File: config.mk
export PLATFORM = sky130hd
export DESIGN_NAME = azr_cordic_cell
export DESIGN_NICKNAME = d
export VERILOG_FILES = /design/src/hdl/assert_macros.svh /design/src/hdl/azr_pkg.sv /design/src/hdl/azr_cordic_cell.sv
export SDC_FILE = /design/constraint.sdc
export NUM_CORES = 1
export LEC_CHECK = 0
export ABC_CLOCK_PERIOD_IN_PS = 5100
export BUFFER_PORTS_ARGS = -buffer_cell sky130_fd_sc_hd__buf_2
export CAP_MARGIN = 40
export CORE_AREA = 2 2 342 344
export CTS_CLUSTER_DIAMETER = 100
export DETAILED_ROUTE_END_ITERATION = 8
export DIE_AREA = 0 0 344 346
export PLACE_DENSITY = 0.5
export SLEW_MARGIN = 5
export SYNTH_ARGS = -nofsm -noshare
export SYNTH_HDL_FRONTEND = slang
export SYNTH_SLANG_ARGS = --single-unit
File: constraint.sdc
create_clock -name clk -period 5.1 [get_ports clk]
set_input_delay 1.02 -clock clk [delete_from_list [all_inputs] [get_ports clk]]
set_output_delay 1.02 -clock clk [all_outputs]
set_load 0.05 [all_outputs]
File: src/hdl/assert_macros.svh
// ---------------------------------------------------------------------------
// Assertion macros
// Shared property wrappers; define NO_ASSERTIONS to compile them out.
// ---------------------------------------------------------------------------
`ifndef ASSERT_MACROS_SVH
`define ASSERT_MACROS_SVH

`ifndef NO_ASSERTIONS

// Same-cycle implication, sampled on clk, off during rst
`define AZR_ASSERT_IMP(label, ante, cons) \
  label: assert property (@(posedge clk) disable iff (rst) (ante) |-> (cons)) \
    else $error("azr: assertion failed");

// Next-cycle implication, sampled on clk, off during rst
`define AZR_ASSERT_NXT(label, ante, cons) \
  label: assert property (@(posedge clk) disable iff (rst) (ante) |=> (cons)) \
    else $error("azr: assertion failed");

`else

`define AZR_ASSERT_IMP(label, ante, cons)
`define AZR_ASSERT_NXT(label, ante, cons)

`endif

`endif

File: src/hdl/azr_pkg.sv
// ---------------------------------------------------------------------------
// azr_pkg
// Types, widths and arctangent table for the azimuth/elevation/range block.
// ---------------------------------------------------------------------------
package azr_pkg;

  localparam int COORD_W  = 48;
  localparam int ANGLE_W  = 32;
  localparam int DIFF_W   = COORD_W + 1;
  localparam int LO_W     = (COORD_W + 1) / 2;
  localparam int HI_W     = COORD_W - LO_W;
  localparam int SQ_W     = 2 * COORD_W + 2;
  localparam int T_W      = SQ_W + 1;
  localparam int ROOT_W   = COORD_W + 1;
  localparam int OPW      = COORD_W + 2;
  localparam int NW       = 64;
  localparam int POS_W    = $clog2(OPW);
  localparam int SH_W     = 6;
  localparam int NORM_POS = 59;

  localparam logic [NW-1:0] ACC_ONE   = 64'h4000_0000_0000_0000;
  localparam logic [NW-1:0] HALF_TURN = 64'h2000_0000_0000_0000;

  typedef enum logic [1:0] {
    ST_OK         = 2'd0,
    ST_FROM_UNDEF = 2'd1,
    ST_TO_UNDEF   = 2'd2,
    ST_FRAME      = 2'd3
  } status_t;

  typedef struct packed {
    logic signed [COORD_W-1:0] from_x;
    logic signed [COORD_W-1:0] from_y;
    logic signed [COORD_W-1:0] from_z;
    logic signed [COORD_W-1:0] to_x;
    logic signed [COORD_W-1:0] to_y;
    logic signed [COORD_W-1:0] to_z;
    logic [7:0]                from_frame;
    logic [7:0]                to_frame;
    logic                      from_defined;
    logic                      to_defined;
    logic                      z_negative;
  } req_t;

  typedef struct packed {
    status_t                   status;
    logic [ANGLE_W-1:0]        azimuth;
    logic signed [ANGLE_W-1:0] elevation;
    logic [COORD_W:0]          range;
  } res_t;

  // Front pipeline tag: status and difference vector
  typedef struct packed {
    status_t                  status;
    logic                     blank;
    logic signed [DIFF_W-1:0] dx;
    logic signed [DIFF_W-1:0] dy;
    logic signed [DIFF_W-1:0] dz;
  } meta_t;

  typedef struct packed {
    logic [2*LO_W-1:0]      ll;
    logic [HI_W+LO_W-1:0]   hl;
    logic [2*HI_W-1:0]      hh;
  } prod_t;

  typedef struct packed {
    logic [SQ_W-1:0]   rem;
    logic [ROOT_W-1:0] root;
  } root_t;

  typedef struct packed {
    meta_t meta;
    root_t hor;
    root_t full;
  } sqrt_t;

  // Back pipeline tag
  typedef struct packed {
    status_t           status;
    logic              blank;
    logic [ROOT_W-1:0] rng;
  } tail_t;

  typedef struct packed {
    logic signed [OPW-1:0] x;
    logic signed [OPW-1:0] y;
    logic [OPW-1:0]        m;
    logic                  half;
  } oper_t;

  typedef struct packed {
    logic signed [OPW-1:0] x;
    logic signed [OPW-1:0] y;
    logic                  right;
    logic [SH_W-1:0]       amt;
    logic                  half;
  } shift_t;

  typedef struct packed {
    logic signed [NW-1:0] x;
    logic signed [NW-1:0] y;
    logic signed [NW-1:0] ang;
    logic                 hold;
    logic                 half;
  } vec_t;

  typedef struct packed {
    tail_t tail;
    vec_t  az;
    vec_t  el;
  } cordic_t;

  // Bitwise restoring divide, elaboration use only
  function automatic logic [63:0] udiv(input logic [63:0] num, input logic [63:0] den);
    logic [63:0] quo;
    logic [63:0] rem;
    int b;
    quo = '0;
    rem = '0;
    for (b = 63; b >= 0; b--) begin
      rem = {rem[62:0], num[b]};
      quo = {quo[62:0], 1'b0};
      if (rem >= den) begin
        rem    = rem - den;
        quo[0] = 1'b1;
      end
    end
    return quo;
  endfunction

  // atan(1/n) at 2^62 scale by truncated Taylor series
  function automatic logic [63:0] atan_inv(input logic [63:0] n);
    logic [63:0] t;
    logic [63:0] s;
    logic [63:0] k;
    logic [63:0] d;
    logic        fin;
    int it;
    t   = udiv(ACC_ONE, n);
    s   = t;
    k   = 64'd1;
    fin = 1'b0;
    for (it = 0; it < 64; it++) begin
      if (!fin) begin
        t = udiv(udiv(t, n), n);
        if (t == '0) begin
          fin = 1'b1;
        end else begin
          d = udiv(t, (k << 1) + 64'd1);
          if (k[0]) s = s - d;
          else s = s + d;
          k = k + 64'd1;
        end
      end
    end
    return s;
  endfunction

  // atan(2^-i) in turns, 2^62 per turn, truncated
  function automatic logic [63:0] atan_entry(input int i);
    logic [63:0] q;
    logic [63:0] r;
    logic [63:0] quo;
    logic [63:0] rem;
    int b;
    q = (atan_inv(64'd5) << 2) - atan_inv(64'd239);
    r = (i == 0) ? q : atan_inv(64'd1 << i);
    if (r >= q) begin
      quo = 64'd1;
      rem = r - q;
    end else begin
      quo = '0;
      rem = r;
    end
    for (b = 0; b < 59; b++) begin
      rem = rem << 1;
      quo = quo << 1;
      if (rem >= q) begin
        rem    = rem - q;
        quo[0] = 1'b1;
      end
    end
    return quo;
  endfunction

  // Position of the highest set bit
  function automatic logic [POS_W-1:0] msb_pos(input logic [OPW-1:0] m);
    logic [POS_W-1:0] p;
    int b;
    p = '0;
    for (b = 0; b < OPW; b++) begin
      if (m[b]) p = POS_W'(b);
    end
    return p;
  endfunction

  // One vectoring micro-rotation toward y = 0
  function automatic vec_t cordic_rot(input vec_t v, input int step,
                                      input logic [NW-1:0] tab);
    vec_t r;
    logic signed [NW-1:0] sx;
    logic signed [NW-1:0] sy;
    r  = v;
    sx = v.y >>> step;
    sy = v.x >>> step;
    if (!v.y[NW-1]) begin
      r.x   = v.x + sx;
      r.y   = v.y - sy;
      r.ang = v.ang + $signed(tab);
    end else begin
      r.x   = v.x - sx;
      r.y   = v.y + sy;
      r.ang = v.ang - $signed(tab);
    end
    return r;
  endfunction

endpackage

File: src/hdl/azr_cordic_cell.sv
// ---------------------------------------------------------------------------
// azr_cordic_cell
// One CORDIC vectoring iteration for azimuth and elevation, registered.
// ---------------------------------------------------------------------------
module azr_cordic_cell #(
  parameter int STEP = 0
) (
  input  logic            clk,
  input  logic            rst,
  input  logic            up_valid,
  input  azr_pkg::cordic_t up,
  output logic            down_valid,
  output azr_pkg::cordic_t down
);
  import azr_pkg::*;

  localparam logic [NW-1:0] ATAN = atan_entry(STEP);

  cordic_t down_next;

  // Rotate both vectors
  always_comb begin
    down_next    = up;
    down_next.az = cordic_rot(up.az, STEP, ATAN);
    down_next.el = cordic_rot(up.el, STEP, ATAN);
  end

  // Advance valid
  always_ff @(posedge clk) begin
    if (rst) begin
      down_valid <= 1'b0;
    end else begin
      down_valid <= up_valid;
    end
  end

  // Advance word
  always_ff @(posedge clk) begin
    down <= down_next;
  end

endmodule

; Yosys cells after proc, flatten, opt, wreduce, memory -nomap -nowiden
; Index checks and enable logic that the tools add are counted.
[totals]
register_bits = 441
inputBits = 443
out_inout_bits = 441
word_cells = 26
[op_classes]
addsub = 10
n_mux = 2
[op_table]
columns = op, n
row1 = $mux W192, 2
row2 = $sub A64 B64 Y64, 4
row3 = $add A64 B61 Y64 const B, 2
row4 = $add A64 B64 Y64, 2
row5 = $sub A64 B61 Y64 const B, 2

; Logic depth before layout (Yosys ltp)
[logic_depth]
depth_word = 2
ltp_mapped = 14
depth_no_buf = 13

; Least setup slack after synthesis
; OpenSTA, ideal clock, no wires.
[synth_path]
path_type = input-to-reg
from = input port up[77] (netlist name)
to = register down[189] (netlist name)
setup_ps = 128
t_arrival_ps = 3855
t_required_ps = 4972
path_slack_ps = 1117
path_stages = 13
path_buffers = 1
cell_sequence = inv_1 ha_1 buf_2 or4_1 or4b_1 a21oi_2 nor3_2 a2111oi_4 o31ai_1 a2bb2oi_2 nor3_1 o32a_1 xnor2_1
[synth_lines]
columns = item, line_no
row1 = start: declaration, azr_cordic_cell.sv:11  ; input azr_pkg::cordic_t up,
row2 = end signal: assignment, azr_cordic_cell.sv:39  ; down <= down_next;
row3 = end: declaration, azr_cordic_cell.sv:13  ; output azr_pkg::cordic_t down

==> results.sh <==
export IMPL_syn_nets=5290
export IMPL_regArea_sq_um=8790
export IMPL_nFillCells=12400
export IMPL_cts_max_level=2
export IMPL_synth_area_top_cells="dfxtp_1, ha_1, a21oi_1"
export IMPL_cts_clk_slew_worst_paths_ns=0.06
export IMPL_via_count=37200
export IMPL_via_per_inst=5.38
export IMPL_dr_first_iter_drc_count=3442
export IMPL_tns_ns=0
export IMPL_start_util_pct=29.5
export IMPL_wl_per_cell_um=24.8
export IMPL_rows=125
export IMPL_multiInputGateArea_sq_um=23000
export IMPL_ys_seq_area_share_pct=25.8
export IMPL_rsz0062_at_grt="false"
export IMPL_holdWs_ns=0.449
export IMPL_avgSynthCellArea_sq_um=7.71
export IMPL_ys_flop_type="dfxtp_1"
export IMPL_grt_pass1_wl_mm=244
export IMPL_cts_max_path_buffers=3
export IMPL_arrival_ns=4.84
export IMPL_cp_end_kind="register"
export IMPL_synth_seq_cells=439
export IMPL_post_cts_setup_buffer_count=0
export IMPL_cp_required_ns=5.61
export IMPL_drc_errors=0
export IMPL_die_y_um=346
export IMPL_dr_pass1_iters=6
export IMPL_antenna_found_initial=81
export IMPL_syn_area_sq_um=34100
export IMPL_routabilityCongestion=0.993
export IMPL_ctsHoldBuffers=0
export IMPL_grt_pass1_vias=35700
export IMPL_synth_warnings=0
export IMPL_fin_nets=6187
export IMPL_max_stage_delay_ns=0.46
export IMPL_synthTopCellsByCount="a21oi_1, dfxtp_1, ha_1"
export IMPL_synth_top_area_cell="dfxtp_1"
export IMPL_finalMaxSlewViolations=0
export IMPL_irDropWorstVdd_uv=267
export IMPL_ios=884
export IMPL_synthArstFlopShare_pct=0
export IMPL_final_hold_viol_count=0
export IMPL_pwr_share_seq_pct=27.9
export IMPL_die_w_um=344
export IMPL_yosysUniqueCellTypes=87
export IMPL_synth_edff_count=0
export IMPL_worst_pin_slew_ns=0.875
export IMPL_hpwl_mm=145
export IMPL_setup_violations=0
export IMPL_ctsResizeCount=0
export IMPL_area_growth_synth_to_final_pct=25.9
export IMPL_wirelength_mm=172
export IMPL_hp_class="primary input to register"
export IMPL_grt_max_degree=149
export IMPL_outcome="complete, no violations"
export IMPL_maxCapViolCount=0
export IMPL_worst_slew_margin_rel_pct=41.3
export IMPL_drtAntennaViolNets=0
export IMPL_critPathKind="primary input to register"
export IMPL_synth_cells=4421
export IMPL_p_switching_w=0.00702
export IMPL_finalCriticalPeriod_ns=4.32
export IMPL_fin_crit_sh_pct=84.8
export IMPL_portBuffers=883
export IMPL_p_per_area_nw_per_um2=359
export IMPL_cp_slowest_cell="o22ai_1"
export IMPL_cts_root_buf="clkbuf_16"
export IMPL_p_int_w=0.00839
export IMPL_clock_power_share_pct=28.3
export IMPL_cp_max_fo=9
export IMPL_layout_drive_gt1_share_pct=22.2
export IMPL_numCtsBuffers=56
export IMPL_path_cells="buf_2 > inv_1 > ha_1 > nand2_1 > a211o_1 > a211o_1 > o22ai_1 > a21o_1 > a21o_1 > a31oi_1 > o21ai_0 > mux2_2 > nor4_1"
export IMPL_synth_top_area_share_pct=25.8
export IMPL_switching_share_pct=45.6
export IMPL_p_leak_nw=20.1
export IMPL_coreArea_sq_um=115000
export IMPL_overflow=0
export IMPL_die_area_sq_um=119000
export IMPL_yosysMostFrequentCell="a21oi_1"
export IMPL_combPwrFrac_pct=43.8
export IMPL_final_util_pct=37.2
export IMPL_max_clock_freq_ghz=0.231
export IMPL_cts_sinks=439
export IMPL_grt_use_total_pct=27.4
export IMPL_cts_tree="done"
export IMPL_start_kind="primary input"
==> worst max-delay path, delay by kind of cell <==
family / cells / cell delay [ns]
AOI/OAI and AO/OA: 7 / 2.18
and+or+nand+nor: 2 / 0.64
adders and majority gates: 1 / 0.45
buffers and inverters: 2 / 0.16
muxes: 1 / 0.38
==> power by group through the flow <==
stage	clock [W]	sequential [W]	combinational [W]
global route	0.00461	0.00435	0.00710
floorplan	0	0.00628	0.00242
CTS	0.00447	0.00432	0.00668
global placement	0	0.00438	0.00668
finish	0.00436	0.00431	0.00675
detailed placement	0	0.00438	0.00666
==> logic make-up after synthesis <==
family | after synthesis | share of synthesized area, %
AO/OA/AOI/OAI | 1509 | 27.5
AND/OR/NAND/NOR | 1118 | 15.7
buffers and inverters | 612 | 6.81
flip-flops | 439 | 25.8
adder cells (fa/ha/maj) | 426 | 15.8
XOR/XNOR | 245 | 6.29
multiplexers | 72 | 2.14
==> cell type report <==
| type | count | area share, % |
|---|---|---|
| Multi-Input combinational cell | 3370 | 53.6 |
| Sequential cell | 439 | 20.5 |
| Timing Repair Buffer | 1035 | 13.0 |
| Tap cell | 1524 | 4.44 |
| Inverter | 416 | 3.64 |
| Clock buffer | 71 | 3.61 |
| Clock inverter | 35 | 1.10 |
| Antenna cell | 30 | 0.175 |
==> registers in the layout, indices dropped and copies added (netlist names) <==
| name | count |
|---|---|
| down_valid | 1 |
| down | 438 |
==> path summary, 6_finish.rpt <==
kind | to | from | cells after the start | slack, ns
worst max-delay path | down[317]$_DFF_P_ | up[263] | 13 | 0.78
worst min-delay path | down[223]$_DFF_P_ | up[223] | 1 | 0.45
==> metal layers <==
metal	routed length [um]	vias up	global-route usage, %
met5	251	-	0
met4	6080	36	9.61
met3	13800	336	5.00
met2	79300	1800	44.9
met1	72200	17600	35.7
li1	-	17500	-
==> cells in the final DEF, fill, tap and decap left out, drive strengths merged, types with 20 or more instances in the layout <==
| master | count |
|---|---|
| o21a | 36 |
| a21oi | 593 |
| xnor2 | 218 |
| clkinv | 31 |
| o21ai | 294 |
| nor2b | 53 |
| and3 | 22 |
| nand3 | 86 |
| buf | 1035 |
| ha | 418 |
| xor2 | 27 |
| nand4 | 87 |
| a21boi | 20 |
| a221oi | 22 |
| o31ai | 65 |
| diode | 30 |
| inv | 406 |
| a31oi | 40 |
| nand2b | 37 |
| clkbuf | 71 |
| nand2 | 258 |
| nor2 | 350 |
| a211oi | 47 |
| o211ai | 43 |
| o21bai | 115 |
| nor3 | 84 |
| a21o | 74 |
| mux2i | 65 |
| dfxtp | 439 |
| nor4 | 56 |
==> stage by stage <==
| stage | cells | instance area [sq um] | total power (W) | worst slack, ns |
|---|---|---|---|---|
| final | 6920 | 42900 | 0.0154 | 0.776 |
| after global routing | 6905 | 42900 | 0.0161 | 0.643 |
| after CTS | 6890 | 42900 | 0.0155 | 0.894 |
| after detailed placement | 6784 | 40800 | 0.0110 | 0.189 |
| after global placement | 6783 | 40800 | 0.0111 | 0.165 |
| after floorplan | 4421 | 34100 | 0.00870 | 1.12 |
(Power assumes the default switching activity.)
