### src/hdl/assert_macros.svh
// ---------------------------------------------------------------------------
// Assertion macros
// Shared property wrappers; define NO_ASSERTIONS to compile them out.
// ---------------------------------------------------------------------------
`ifndef ASSERT_MACROS_SVH
`define ASSERT_MACROS_SVH

`ifndef NO_ASSERTIONS

// Same-cycle implication, sampled on clk, off during rst
`define AZR_ASSERT_IMP(label, ante, cons) \
  label: assert property (@(posedge clk) disable iff (rst) (ante) |-> (cons)) \
    else $error("azr: assertion failed");

// Next-cycle implication, sampled on clk, off during rst
`define AZR_ASSERT_NXT(label, ante, cons) \
  label: assert property (@(posedge clk) disable iff (rst) (ante) |=> (cons)) \
    else $error("azr: assertion failed");

`else

`define AZR_ASSERT_IMP(label, ante, cons)
`define AZR_ASSERT_NXT(label, ante, cons)

`endif

`endif

### src/hdl/azr_pkg.sv
// ---------------------------------------------------------------------------
// azr_pkg
// Types, widths and arctangent table for the azimuth/elevation/range block.
// ---------------------------------------------------------------------------
package azr_pkg;

  localparam int COORD_W  = 48;
  localparam int ANGLE_W  = 32;
  localparam int DIFF_W   = COORD_W + 1;
  localparam int LO_W     = (COORD_W + 1) / 2;
  localparam int HI_W     = COORD_W - LO_W;
  localparam int SQ_W     = 2 * COORD_W + 2;
  localparam int T_W      = SQ_W + 1;
  localparam int ROOT_W   = COORD_W + 1;
  localparam int OPW      = COORD_W + 2;
  localparam int NW       = 64;
  localparam int POS_W    = $clog2(OPW);
  localparam int SH_W     = 6;
  localparam int NORM_POS = 59;

  localparam logic [NW-1:0] ACC_ONE   = 64'h4000_0000_0000_0000;
  localparam logic [NW-1:0] HALF_TURN = 64'h2000_0000_0000_0000;

  typedef enum logic [1:0] {
    ST_OK         = 2'd0,
    ST_FROM_UNDEF = 2'd1,
    ST_TO_UNDEF   = 2'd2,
    ST_FRAME      = 2'd3
  } status_t;

  typedef struct packed {
    logic signed [COORD_W-1:0] from_x;
    logic signed [COORD_W-1:0] from_y;
    logic signed [COORD_W-1:0] from_z;
    logic signed [COORD_W-1:0] to_x;
    logic signed [COORD_W-1:0] to_y;
    logic signed [COORD_W-1:0] to_z;
    logic [7:0]                from_frame;
    logic [7:0]                to_frame;
    logic                      from_defined;
    logic                      to_defined;
    logic                      z_negative;
  } req_t;

  typedef struct packed {
    status_t                   status;
    logic [ANGLE_W-1:0]        azimuth;
    logic signed [ANGLE_W-1:0] elevation;
    logic [COORD_W:0]          range;
  } res_t;

  // Front pipeline tag: status and difference vector
  typedef struct packed {
    status_t                  status;
    logic                     blank;
    logic signed [DIFF_W-1:0] dx;
    logic signed [DIFF_W-1:0] dy;
    logic signed [DIFF_W-1:0] dz;
  } meta_t;

  typedef struct packed {
    logic [2*LO_W-1:0]      ll;
    logic [HI_W+LO_W-1:0]   hl;
    logic [2*HI_W-1:0]      hh;
  } prod_t;

  typedef struct packed {
    logic [SQ_W-1:0]   rem;
    logic [ROOT_W-1:0] root;
  } root_t;

  typedef struct packed {
    meta_t meta;
    root_t hor;
    root_t full;
  } sqrt_t;

  // Back pipeline tag
  typedef struct packed {
    status_t           status;
    logic              blank;
    logic [ROOT_W-1:0] rng;
  } tail_t;

  typedef struct packed {
    logic signed [OPW-1:0] x;
    logic signed [OPW-1:0] y;
    logic [OPW-1:0]        m;
    logic                  half;
  } oper_t;

  typedef struct packed {
    logic signed [OPW-1:0] x;
    logic signed [OPW-1:0] y;
    logic                  right;
    logic [SH_W-1:0]       amt;
    logic                  half;
  } shift_t;

  typedef struct packed {
    logic signed [NW-1:0] x;
    logic signed [NW-1:0] y;
    logic signed [NW-1:0] ang;
    logic                 hold;
    logic                 half;
  } vec_t;

  typedef struct packed {
    tail_t tail;
    vec_t  az;
    vec_t  el;
  } cordic_t;

  // Bitwise restoring divide, elaboration use only
  function automatic logic [63:0] udiv(input logic [63:0] num, input logic [63:0] den);
    logic [63:0] quo;
    logic [63:0] rem;
    int b;
    quo = '0;
    rem = '0;
    for (b = 63; b >= 0; b--) begin
      rem = {rem[62:0], num[b]};
      quo = {quo[62:0], 1'b0};
      if (rem >= den) begin
        rem    = rem - den;
        quo[0] = 1'b1;
      end
    end
    return quo;
  endfunction

  // atan(1/n) at 2^62 scale by truncated Taylor series
  function automatic logic [63:0] atan_inv(input logic [63:0] n);
    logic [63:0] t;
    logic [63:0] s;
    logic [63:0] k;
    logic [63:0] d;
    logic        fin;
    int it;
    t   = udiv(ACC_ONE, n);
    s   = t;
    k   = 64'd1;
    fin = 1'b0;
    for (it = 0; it < 64; it++) begin
      if (!fin) begin
        t = udiv(udiv(t, n), n);
        if (t == '0) begin
          fin = 1'b1;
        end else begin
          d = udiv(t, (k << 1) + 64'd1);
          if (k[0]) s = s - d;
          else s = s + d;
          k = k + 64'd1;
        end
      end
    end
    return s;
  endfunction

  // atan(2^-i) in turns, 2^62 per turn, truncated
  function automatic logic [63:0] atan_entry(input int i);
    logic [63:0] q;
    logic [63:0] r;
    logic [63:0] quo;
    logic [63:0] rem;
    int b;
    q = (atan_inv(64'd5) << 2) - atan_inv(64'd239);
    r = (i == 0) ? q : atan_inv(64'd1 << i);
    if (r >= q) begin
      quo = 64'd1;
      rem = r - q;
    end else begin
      quo = '0;
      rem = r;
    end
    for (b = 0; b < 59; b++) begin
      rem = rem << 1;
      quo = quo << 1;
      if (rem >= q) begin
        rem    = rem - q;
        quo[0] = 1'b1;
      end
    end
    return quo;
  endfunction

  // Position of the highest set bit
  function automatic logic [POS_W-1:0] msb_pos(input logic [OPW-1:0] m);
    logic [POS_W-1:0] p;
    int b;
    p = '0;
    for (b = 0; b < OPW; b++) begin
      if (m[b]) p = POS_W'(b);
    end
    return p;
  endfunction

  // One vectoring micro-rotation toward y = 0
  function automatic vec_t cordic_rot(input vec_t v, input int step,
                                      input logic [NW-1:0] tab);
    vec_t r;
    logic signed [NW-1:0] sx;
    logic signed [NW-1:0] sy;
    r  = v;
    sx = v.y >>> step;
    sy = v.x >>> step;
    if (!v.y[NW-1]) begin
      r.x   = v.x + sx;
      r.y   = v.y - sy;
      r.ang = v.ang + $signed(tab);
    end else begin
      r.x   = v.x - sx;
      r.y   = v.y + sy;
      r.ang = v.ang - $signed(tab);
    end
    return r;
  endfunction

endpackage

### src/hdl/azr_sqrt_cell.sv
// ---------------------------------------------------------------------------
// azr_sqrt_cell
// One result bit of two digit-by-digit square roots, registered.
// ---------------------------------------------------------------------------
module azr_sqrt_cell #(
  parameter int BIT = 0
) (
  input  logic          clk,
  input  logic          rst,
  input  logic          up_valid,
  input  azr_pkg::sqrt_t up,
  output logic          down_valid,
  output azr_pkg::sqrt_t down
);
  import azr_pkg::*;

  // Try setting root bit BIT: keep it if (q + 2^BIT)^2 fits
  function automatic root_t sq_step(input root_t v);
    root_t r;
    logic [T_W-1:0] t;
    r = v;
    t = (T_W'(v.root) << (BIT + 1)) + (T_W'(1) << (2 * BIT));
    if ({1'b0, v.rem} >= t) begin
      r.rem       = v.rem - t[SQ_W-1:0];
      r.root[BIT] = 1'b1;
    end
    return r;
  endfunction

  sqrt_t down_next;

  // Step both roots
  always_comb begin
    down_next      = up;
    down_next.hor  = sq_step(up.hor);
    down_next.full = sq_step(up.full);
  end

  // Advance valid
  always_ff @(posedge clk) begin
    if (rst) begin
      down_valid <= 1'b0;
    end else begin
      down_valid <= up_valid;
    end
  end

  // Advance word
  always_ff @(posedge clk) begin
    down <= down_next;
  end

endmodule

### config.mk
export PLATFORM = sky130hd
export DESIGN_NAME = azr_sqrt_cell
export DESIGN_NICKNAME = d
export VERILOG_FILES = /design/src/hdl/assert_macros.svh /design/src/hdl/azr_pkg.sv /design/src/hdl/azr_sqrt_cell.sv
export SDC_FILE = /design/constraint.sdc
export NUM_CORES = 1
export LEC_CHECK = 0
export BUFFER_PORTS_ARGS = -buffer_cell sky130_fd_sc_hd__buf_2
export CELL_PAD_IN_SITES_DETAIL_PLACEMENT = 0
export CELL_PAD_IN_SITES_GLOBAL_PLACEMENT = 1
export CORE_AREA = 2 2 352 354
export DETAILED_ROUTE_END_ITERATION = 16
export DIE_AREA = 0 0 354 356
export PLACE_DENSITY = 0.4
export SLEW_MARGIN = 40
export SYNTH_ARGS = -nofsm -noshare
export SYNTH_HDL_FRONTEND = slang
export SYNTH_SLANG_ARGS = --single-unit
### constraint.sdc
create_clock -name clk -period 5.2 [get_ports clk]
set_input_delay 1.04 -clock clk [delete_from_list [all_inputs] [get_ports clk]]
set_output_delay 1.04 -clock clk [all_outputs]
set_load 0.01 [all_outputs]
=== Yosys cells after proc, flatten, opt, wreduce, memory -nomap -nowiden ===
Index checks and enable logic that the tools add are counted.

* Word-level logic and storage cells: 20
* Bits in registers: 445
* Output and inout bits: 445
* Bits of input ports: 447

* Magnitude comparators: 2
* Add/subtract/negate cells: 4
* Multiplexer cells: 2

{| class="wikitable"
|+ Operators with widths
! operator !! number
|-
| >= comparator 98 x 51 -> 1 bit || 2
|-
| two-way mux 98 bit || 2
|-
| subtractor 98 x 51 -> 98 bit || 2
|-
| adder 50 x 1 -> 51 bit, second input constant || 2
|}

=== Longest topological paths before layout ===
Gate-level depths: netlist of the first run.

* Word-level depth: 3
* Mapped depth: 14
* Mapped depth without buffers: 11

=== Least setup slack after synthesis of the first run ===
Ideal clock, no wire load.

* Path type: input -> register
* From: input up[127] in the netlist's numbering
* To: register down[52] in the netlist's numbering
* Arrival: 4,013 ps
* Required time: 5,079 ps
* Stages: 9
* Path slack: 1,065 ps
* Setup time: 121 ps
* Path buffers: 2
* Path through: or4_4 > or4_4 > or4_4 > or4_4 > nor4b_4 > o211ai_2 > buf_6 > buf_6 > mux2_4

{| class="wikitable"
|+ RTL lines
! item !! RTL line !! source
|-
| start, declared || azr_sqrt_cell.sv:11 || <nowiki>input azr_pkg::sqrt_t up,</nowiki>
|-
| end signal, assigned || azr_sqrt_cell.sv:50 || <nowiki>down <= down_next;</nowiki>
|-
| end, declared || azr_sqrt_cell.sv:13 || <nowiki>output azr_pkg::sqrt_t down</nowiki>
|}

==> metrics.md, run 1 <==
| Metric | Value |
|---|---|
| Final cycle utilization of the critical path | 82.2% |
| Max incr delay on CP | 0.66 ns |
| Maxcap violations | 0 |
| Top Ports | 892 |
| #FFs+latches synth | 445 |
| Largest net degree at the start of global routing | 81 |
| Die X | 354 um |
| CTS buffer count | 58 |
| Fill cell count | 13857 |
| Post-CTS Setup Bufs | 0 |
| Min Tclk post-route | 4.27 ns |
| Post-synth top cells | 445 x dfxtp_1, 194 x a21oi_1, 182 x nand2_1 |
| Syn_area_per_cell | 9.03 um^2 |
| Worst Hold Path EP | down[424]$_DFF_P_ |
| Hold WS | 0.483 ns |
| Row count | 129 |
| Max transition margin | 42.8% |
| Final nets | 3585 |
| Routability cong. | 0.801 |
| WHS Path Cells | 1 |
| Critical Path Start | up[26] |
| Via density | 3.99 |
| Comb power frac | 20.3% |
| Internal | 6.95 mW |
| Final HPWL DP | 87.6 mm |
| Sw frac | 30.5% |
| First-pass GRT wire length | 143 mm |
| Sink Count | 445 |
| Status | finished clean |
| Cell taking the most area after synthesis | dfxtp_1 |
| Via count | 18862 |
| Worst Path Buf+Inv | 2 |
| Top-count cell post-synth | dfxtp_1 |
| Bufs on Longest Clock Path | 3 |
| Layout cells sized above 1 | 34.8% |
| Startpoint types | input pin |
| Hold_buf cts | 0 |
| RSZ-0062 raised after global routing | no |
| Worst-path maximum fanout | 7 |
| Share of the synthesized area in the top cell type | 46.3% |
| Ys async rst share | 0% |
| Net Switching | 3.05 mW |
| Lkg Pwr | 12.6 nW |
| Number of global-route vias before repair | 19695 |
| GRT Overall Usage | 15.6% |
| Worst endpoint required time | 5.76 ns |
| Gr ovfl total | 0 |
| Final TNS setup | 0 ns |
| Crit path DAT | 4.83 ns |
| HP Start | up[424] |
| Clk slew on worst S/H paths | 0.06 ns |
| Port Buf Inserts | 891 |
| Crit Path Class | in2reg |
| Detail Route Antenna Nets | 0 |
| Kind of cell adding the most delay to the critical path | simple AND/OR/NAND/NOR gates |
| Clock Power Share | 41.3% |
| Routed WL | 103 mm |
| Initial core utilization | 15.7% |
| Synthesized net count | 2680 |
| Clock Root Buffer | clkbuf_16 |
| Peak VDD IR | 0.221 mV |
| Reg power frac | 38.4% |
| Register area share after synthesis | 46.3% |
| Post-CTS resize count | 0 |
| Core footprint | 0.123 mm^2 |
| Router iterations before antenna repair | 5 |
| Die Height | 356 um |
| H-tree levels | 2 |
| Area contributors post-synth | dfxtp_1 46%, ha_1 6.5%, a21oi_1 5.0% |
| EDFF count, synth | 0 |
| Setup crit end kind | flop |
| DIE AREA | 0.126 mm^2 |
| Fmax achieved | 234 MHz |
| Count of final hold-check violations | 0 |
| CP most frequent cell | nand4_1 |
| Synthesis Warnings | 0 |
| DR DRC count | 0 |
| Drt initial violations | 881 |
| Area delta synth->final | 44.2% |
| Worst Hold Class | in2reg |
| Final setup vio count | 0 |
| Wire length per cell | 21.7 um |
| CP cell instances | buf_2 -> inv_1 -> ha_1 -> nand4_1 -> or2_2 -> or4_1 -> o41ai_1 -> nor4b_4 -> o211ai_4 -> nand4_1 -> nor4_1 -> xor2_1 |
| Tightest Pin Transition | 0.855 ns |
| Mapped Area | 0.0192 mm^2 |
| Pwr Density | 360 mW/mm^2 |
| CP max-delay cell | or4_1 |
| Main synth FF type | dfxtp_1 |
| Synth Instances | 2131 |
| Synth cell types | 75 |
| Slew Limit Fails | 0 |
| CTS tree | done |
| Initial antenna violation count | 45 |
[registers in the layout (all words and copies together) (netlist names)]
register	count
down	444
down_valid	1
[worst max-delay path by stage]
stage / endpoint / slack, ns / cells after the start
global route: down[133]$_DFF_P_ / 0.74 / 12
detailed placement: down[109]$_DFF_P_ / 0.23 / 12
global placement: down[133]$_DFF_P_ / 0.36 / 12
finish: down[109]$_DFF_P_ / 0.93 / 12
floorplan: down[52]$_DFF_P_ / 1.07 / 9
CTS: down[109]$_DFF_P_ / 0.92 / 12
[cells in the final DEF (no fill, tap or decap), types with 17 or more instances in the layout]
cell       instances
buf_2            891
dfxtp_1          445
a21oi_1          194
nand2_1          182
nor2_1           152
inv_1            127
o21ai_0          127
xnor2_1          101
ha_1             100
xor2_1            89
nand4_1           58
clkbuf_16         58
nor3_1            56
buf_4             50
a21o_1            44
nor4_1            42
nand3_1           37
or3_1             22
o21bai_1          22
o211ai_1          17
[power by group through the flow]
stage | Combinational (mW) | Clock (mW) | Sequential [mW]
finish | 2.03 | 4.13 | 3.84
detailed placement | 2.07 | 0 | 3.91
floorplan | 0.801 | 0 | 4.07
global route | 2.23 | 4.44 | 3.87
CTS | 2.08 | 4.31 | 3.84
global placement | 2.09 | 0 | 3.91
[kinds of logic after synthesis]
family,share of synthesized area (%)
and+or+nand+nor,17.4
xor gates and xnor gates,8.65
muxes,0.410
adders and majority gates,6.71
buffers and inverters,4.66
DFF,46.3
AOI/OAI and AO/OA,15.9
[metrics by stage]
| step | util, % | area, um^2 | total power, mW | setup WS (ns) | instances |
|---|---|---|---|---|---|
| floorplan | - | 19200 | 4.87 | 1.07 | 2131 |
| global placement | 21.0 | 25800 | 6.01 | 0.365 | 4613 |
| detailed placement | 21.0 | 25800 | 5.98 | 0.232 | 4613 |
| CTS | 22.6 | 27700 | 10.2 | 0.922 | 4718 |
| global route | 22.6 | 27700 | 10.5 | 0.735 | 4722 |
| finish | 22.6 | 27700 | 10.0 | 0.928 | 4728 |
[metal layers]
metal	vias up	wire (um)	global-route usage [%]
met5	-	106	0
met4	16	2790	4.37
met3	149	7890	4.83
met2	698	50700	27.6
met1	8717	41100	17.9
li1	9282	-	-
[cell type report]
cell class / instances / area [um^2] / share of cell area [%]
Clock inverter: 25 / 292 / 1.05
Inverter: 127 / 477 / 1.72
Sequential cell: 445 / 8910 / 32.1
Multi-Input combinational cell: 1460 / 9440 / 34.0
Clock buffer: 80 / 1660 / 6.00
Tap cell: 1637 / 2050 / 7.38
Timing Repair Buffer: 944 / 4890 / 17.6
Antenna cell: 10 / 25.0 / 0.0902
Power figures use the tool's default switching activity.
==> run 2, diff against run 1 <==
Settings changed: PLACE_DENSITY 0.4 to 0.41.
Clock period 5.2 ns to 3.8 ns, I/O delays scaled along.
==> metrics.md, run 2 (synthesis results as in run 1) <==
| Metric | Value |
|---|---|
| Via density | 3.94 (was 3.99) |
| Row count | 129 (unchanged) |
| Initial antenna violation count | 27 (was 45) |
| Wire length per cell | 20.3 um (was 21.7 um) |
| Detail Route Antenna Nets | 0 (unchanged) |
| Core footprint | 0.123 mm^2 (unchanged) |
| Via count | 20253 (was 18862) |
| Die X | 354 um (unchanged) |
| WHS Path Cells | 1 (unchanged) |
| H-tree levels | 2 (unchanged) |
| Number of global-route vias before repair | 21340 (was 19695) |
| Fmax achieved | 272 MHz |
| Worst Path Buf+Inv | 5 (was 2) |
| RSZ-0062 raised after global routing | yes (was no) |
| Routed WL | 104 mm (was 103 mm) |
| Startpoint types | input pin (unchanged) |
| Min Tclk post-route | 3.68 ns |
| Bufs on Longest Clock Path | 3 (unchanged) |
| Post-Layout Cell Count | 5136 (was 4728) |
| Kind of cell adding the most delay to the critical path | compound AO/OA/AOI/OAI gates (was simple AND/OR/NAND/NOR gates) |
| Final TNS setup | 0 ns (unchanged) |
| Final core occ | 25.1% (was 22.6%) |
| DR DRC count | 0 (unchanged) |
| Hold WS | 0.210 ns (was 0.483 ns) |
| Area of the multi-input gates | 0.00947 mm^2 (was 0.00944 mm^2) |
| CTS tree | done (unchanged) |
| Worst Hold Class | in2reg (unchanged) |
| Max incr delay on CP | 0.36 ns (was 0.66 ns) |
| DIE AREA | 0.126 mm^2 (unchanged) |
| Peak VDD IR | 0.295 mV (was 0.221 mV) |
| Status | finished clean (unchanged) |
| Post-route design area | 0.0308 mm^2 (was 0.0277 mm^2) |
| Max transition margin | 48.8% (was 42.8%) |
| Largest net degree at the start of global routing | 48 (was 81) |
| Setup crit end kind | flop (unchanged) |
| Port Buf Inserts | 891 (unchanged) |
| Worst-path maximum fanout | 47 (was 7) |
| Post-placement cell count | 5032 (was 4613) |
| Post-CTS Setup Bufs | 0 (unchanged) |
| Lkg Pwr | 14.6 nW (was 12.6 nW) |
| CP cell instances | buf_2 -> inv_1 -> ha_1 -> a21oi_1 -> o211ai_1 -> a211oi_1 -> buf_4 -> o21a_1 -> o211ai_1 -> and2_1 -> a2111oi_4 -> buf_12 -> buf_12 -> mux2_2 (was buf_2 -> inv_1 -> ha_1 -> nand4_1 -> or2_2 -> or4_1 -> o41ai_1 -> nor4b_4 -> o211ai_4 -> nand4_1 -> nor4_1 -> xor2_1) |
| Sink Count | 445 (unchanged) |
| Register area | 0.00891 mm^2 (unchanged) |
| Max reg flops | 444 (unchanged) |
| Top Ports | 892 (unchanged) |
| HP Start | up[321] (was up[424]) |
| First-pass GRT wire length | 147 mm (was 143 mm) |
| Hold_buf cts | 0 (unchanged) |
| Initial core utilization | 15.7% (unchanged) |
| Biggest register | down (unchanged) |
| Worst slack, placed | -0.622 ns (was 0.232 ns) |
| Tightest Pin Transition | 0.768 ns (was 0.855 ns) |
| Routability cong. | 0.820 (was 0.801) |
| Worst endpoint required time | 4.29 ns (was 5.76 ns) |
| Most common cell after layout, fill and taps aside | buf_2 (unchanged) |
| Final nets | 4001 (was 3585) |
| Die Height | 356 um (unchanged) |
| Tot Pwr | 13.9 mW (was 10.0 mW) |
| CTS buffer count | 55 (was 58) |
| CP max-delay cell | a2111oi_4 (was or4_1) |
| Gr ovfl total | 0 (unchanged) |
| Final HPWL DP | 90.1 mm (was 87.6 mm) |
| Worst Hold Path EP | down[321]$_DFF_P_ (was down[424]$_DFF_P_) |
| Router iterations before antenna repair | 5 (unchanged) |
| Pwr Density | 450 mW/mm^2 (was 360 mW/mm^2) |
| Drt initial violations | 817 (was 881) |
| Final setup margin | 0.120 ns (was 0.928 ns) |
| Commonest non-fill, non-tap cells in the layout | 891 x buf_2, 466 x buf_4, 445 x dfxtp_1 (was 891 x buf_2, 445 x dfxtp_1, 194 x a21oi_1) |
| Maxcap violations | 0 (unchanged) |
| Layout cells sized above 1 | 42.5% (was 34.8%) |
| Count of final hold-check violations | 0 (unchanged) |
| Slew Limit Fails | 0 (unchanged) |
| Final setup vio count | 0 (unchanged) |
| Area delta synth->final | 60.3% (was 44.2%) |
| Clk slew on worst S/H paths | 0.06 ns (about the same) |
| Area after DPL | 0.0290 mm^2 (was 0.0258 mm^2) |
| Fill cell count | 13701 (was 13857) |
| Largest regs | down (444), down_valid (1) (unchanged) |
| Crit Path Class | in2reg (unchanged) |
| Clock Root Buffer | clkbuf_16 (unchanged) |
| GRT Overall Usage | 15.9% (was 15.6%) |
| Crit path DAT | 4.17 ns (was 4.83 ns) |
| Final cycle utilization of the critical path | 96.8% |
[run 2: what timing repair did]
| item | 4_1_cts | 5_1_grt |
|---|---|---|
| resized for setup | 0 | 1 |
| hold endpoints to repair | 0 | 0 |
| setup endpoints to repair | 0 | 7 |
[run 2: power by group]
group / total [mW] / switching [mW] / internal (mW)
registers: 5.25 / 0.136 / 5.12
logic: 3.22 / 1.80 / 1.41
clock network: 5.42 / 2.25 / 3.17
total: 13.9 / 4.19 / 9.70
[run 2: how the worst max path moves through the flow]
stage,slack (ns),startpoint,cells after the start,end
2_1_floorplan,0.003,up[25],13,down[123]$_DFF_P_
4_1_cts,0.04,up[169],14,down[199]$_DFF_P_
3_5_place_dp,-0.62,up[169],14,down[199]$_DFF_P_
6_report,0.12,up[169],14,down[233]$_DFF_P_
3_3_place_gp,-0.69,up[28],13,down[136]$_DFF_P_
5_1_grt,-0.001,up[169],14,down[233]$_DFF_P_
[run 2: metal layers]
metal  share of wire (%)  track usage [%]  routed length [um]  vias up
met1                  40             18.3               42100     9352
li1                    -                -                   -    10112
met3                 7.1             4.80                7370      133
met4                 2.2             3.75                2310       38
met2                  50             28.7               52200      618
met5                0.23                0                 236        -
[run 2: final cells by class]
class                           count  area share [%]
Multi-Input combinational cell   1460            30.7
Sequential cell                   445            28.9
Timing Repair Buffer             1363            26.2
Tap cell                         1637            6.64
Clock buffer                       81            5.27
Inverter                          127            1.55
Clock inverter                     19           0.767
Antenna cell                        4          0.0325
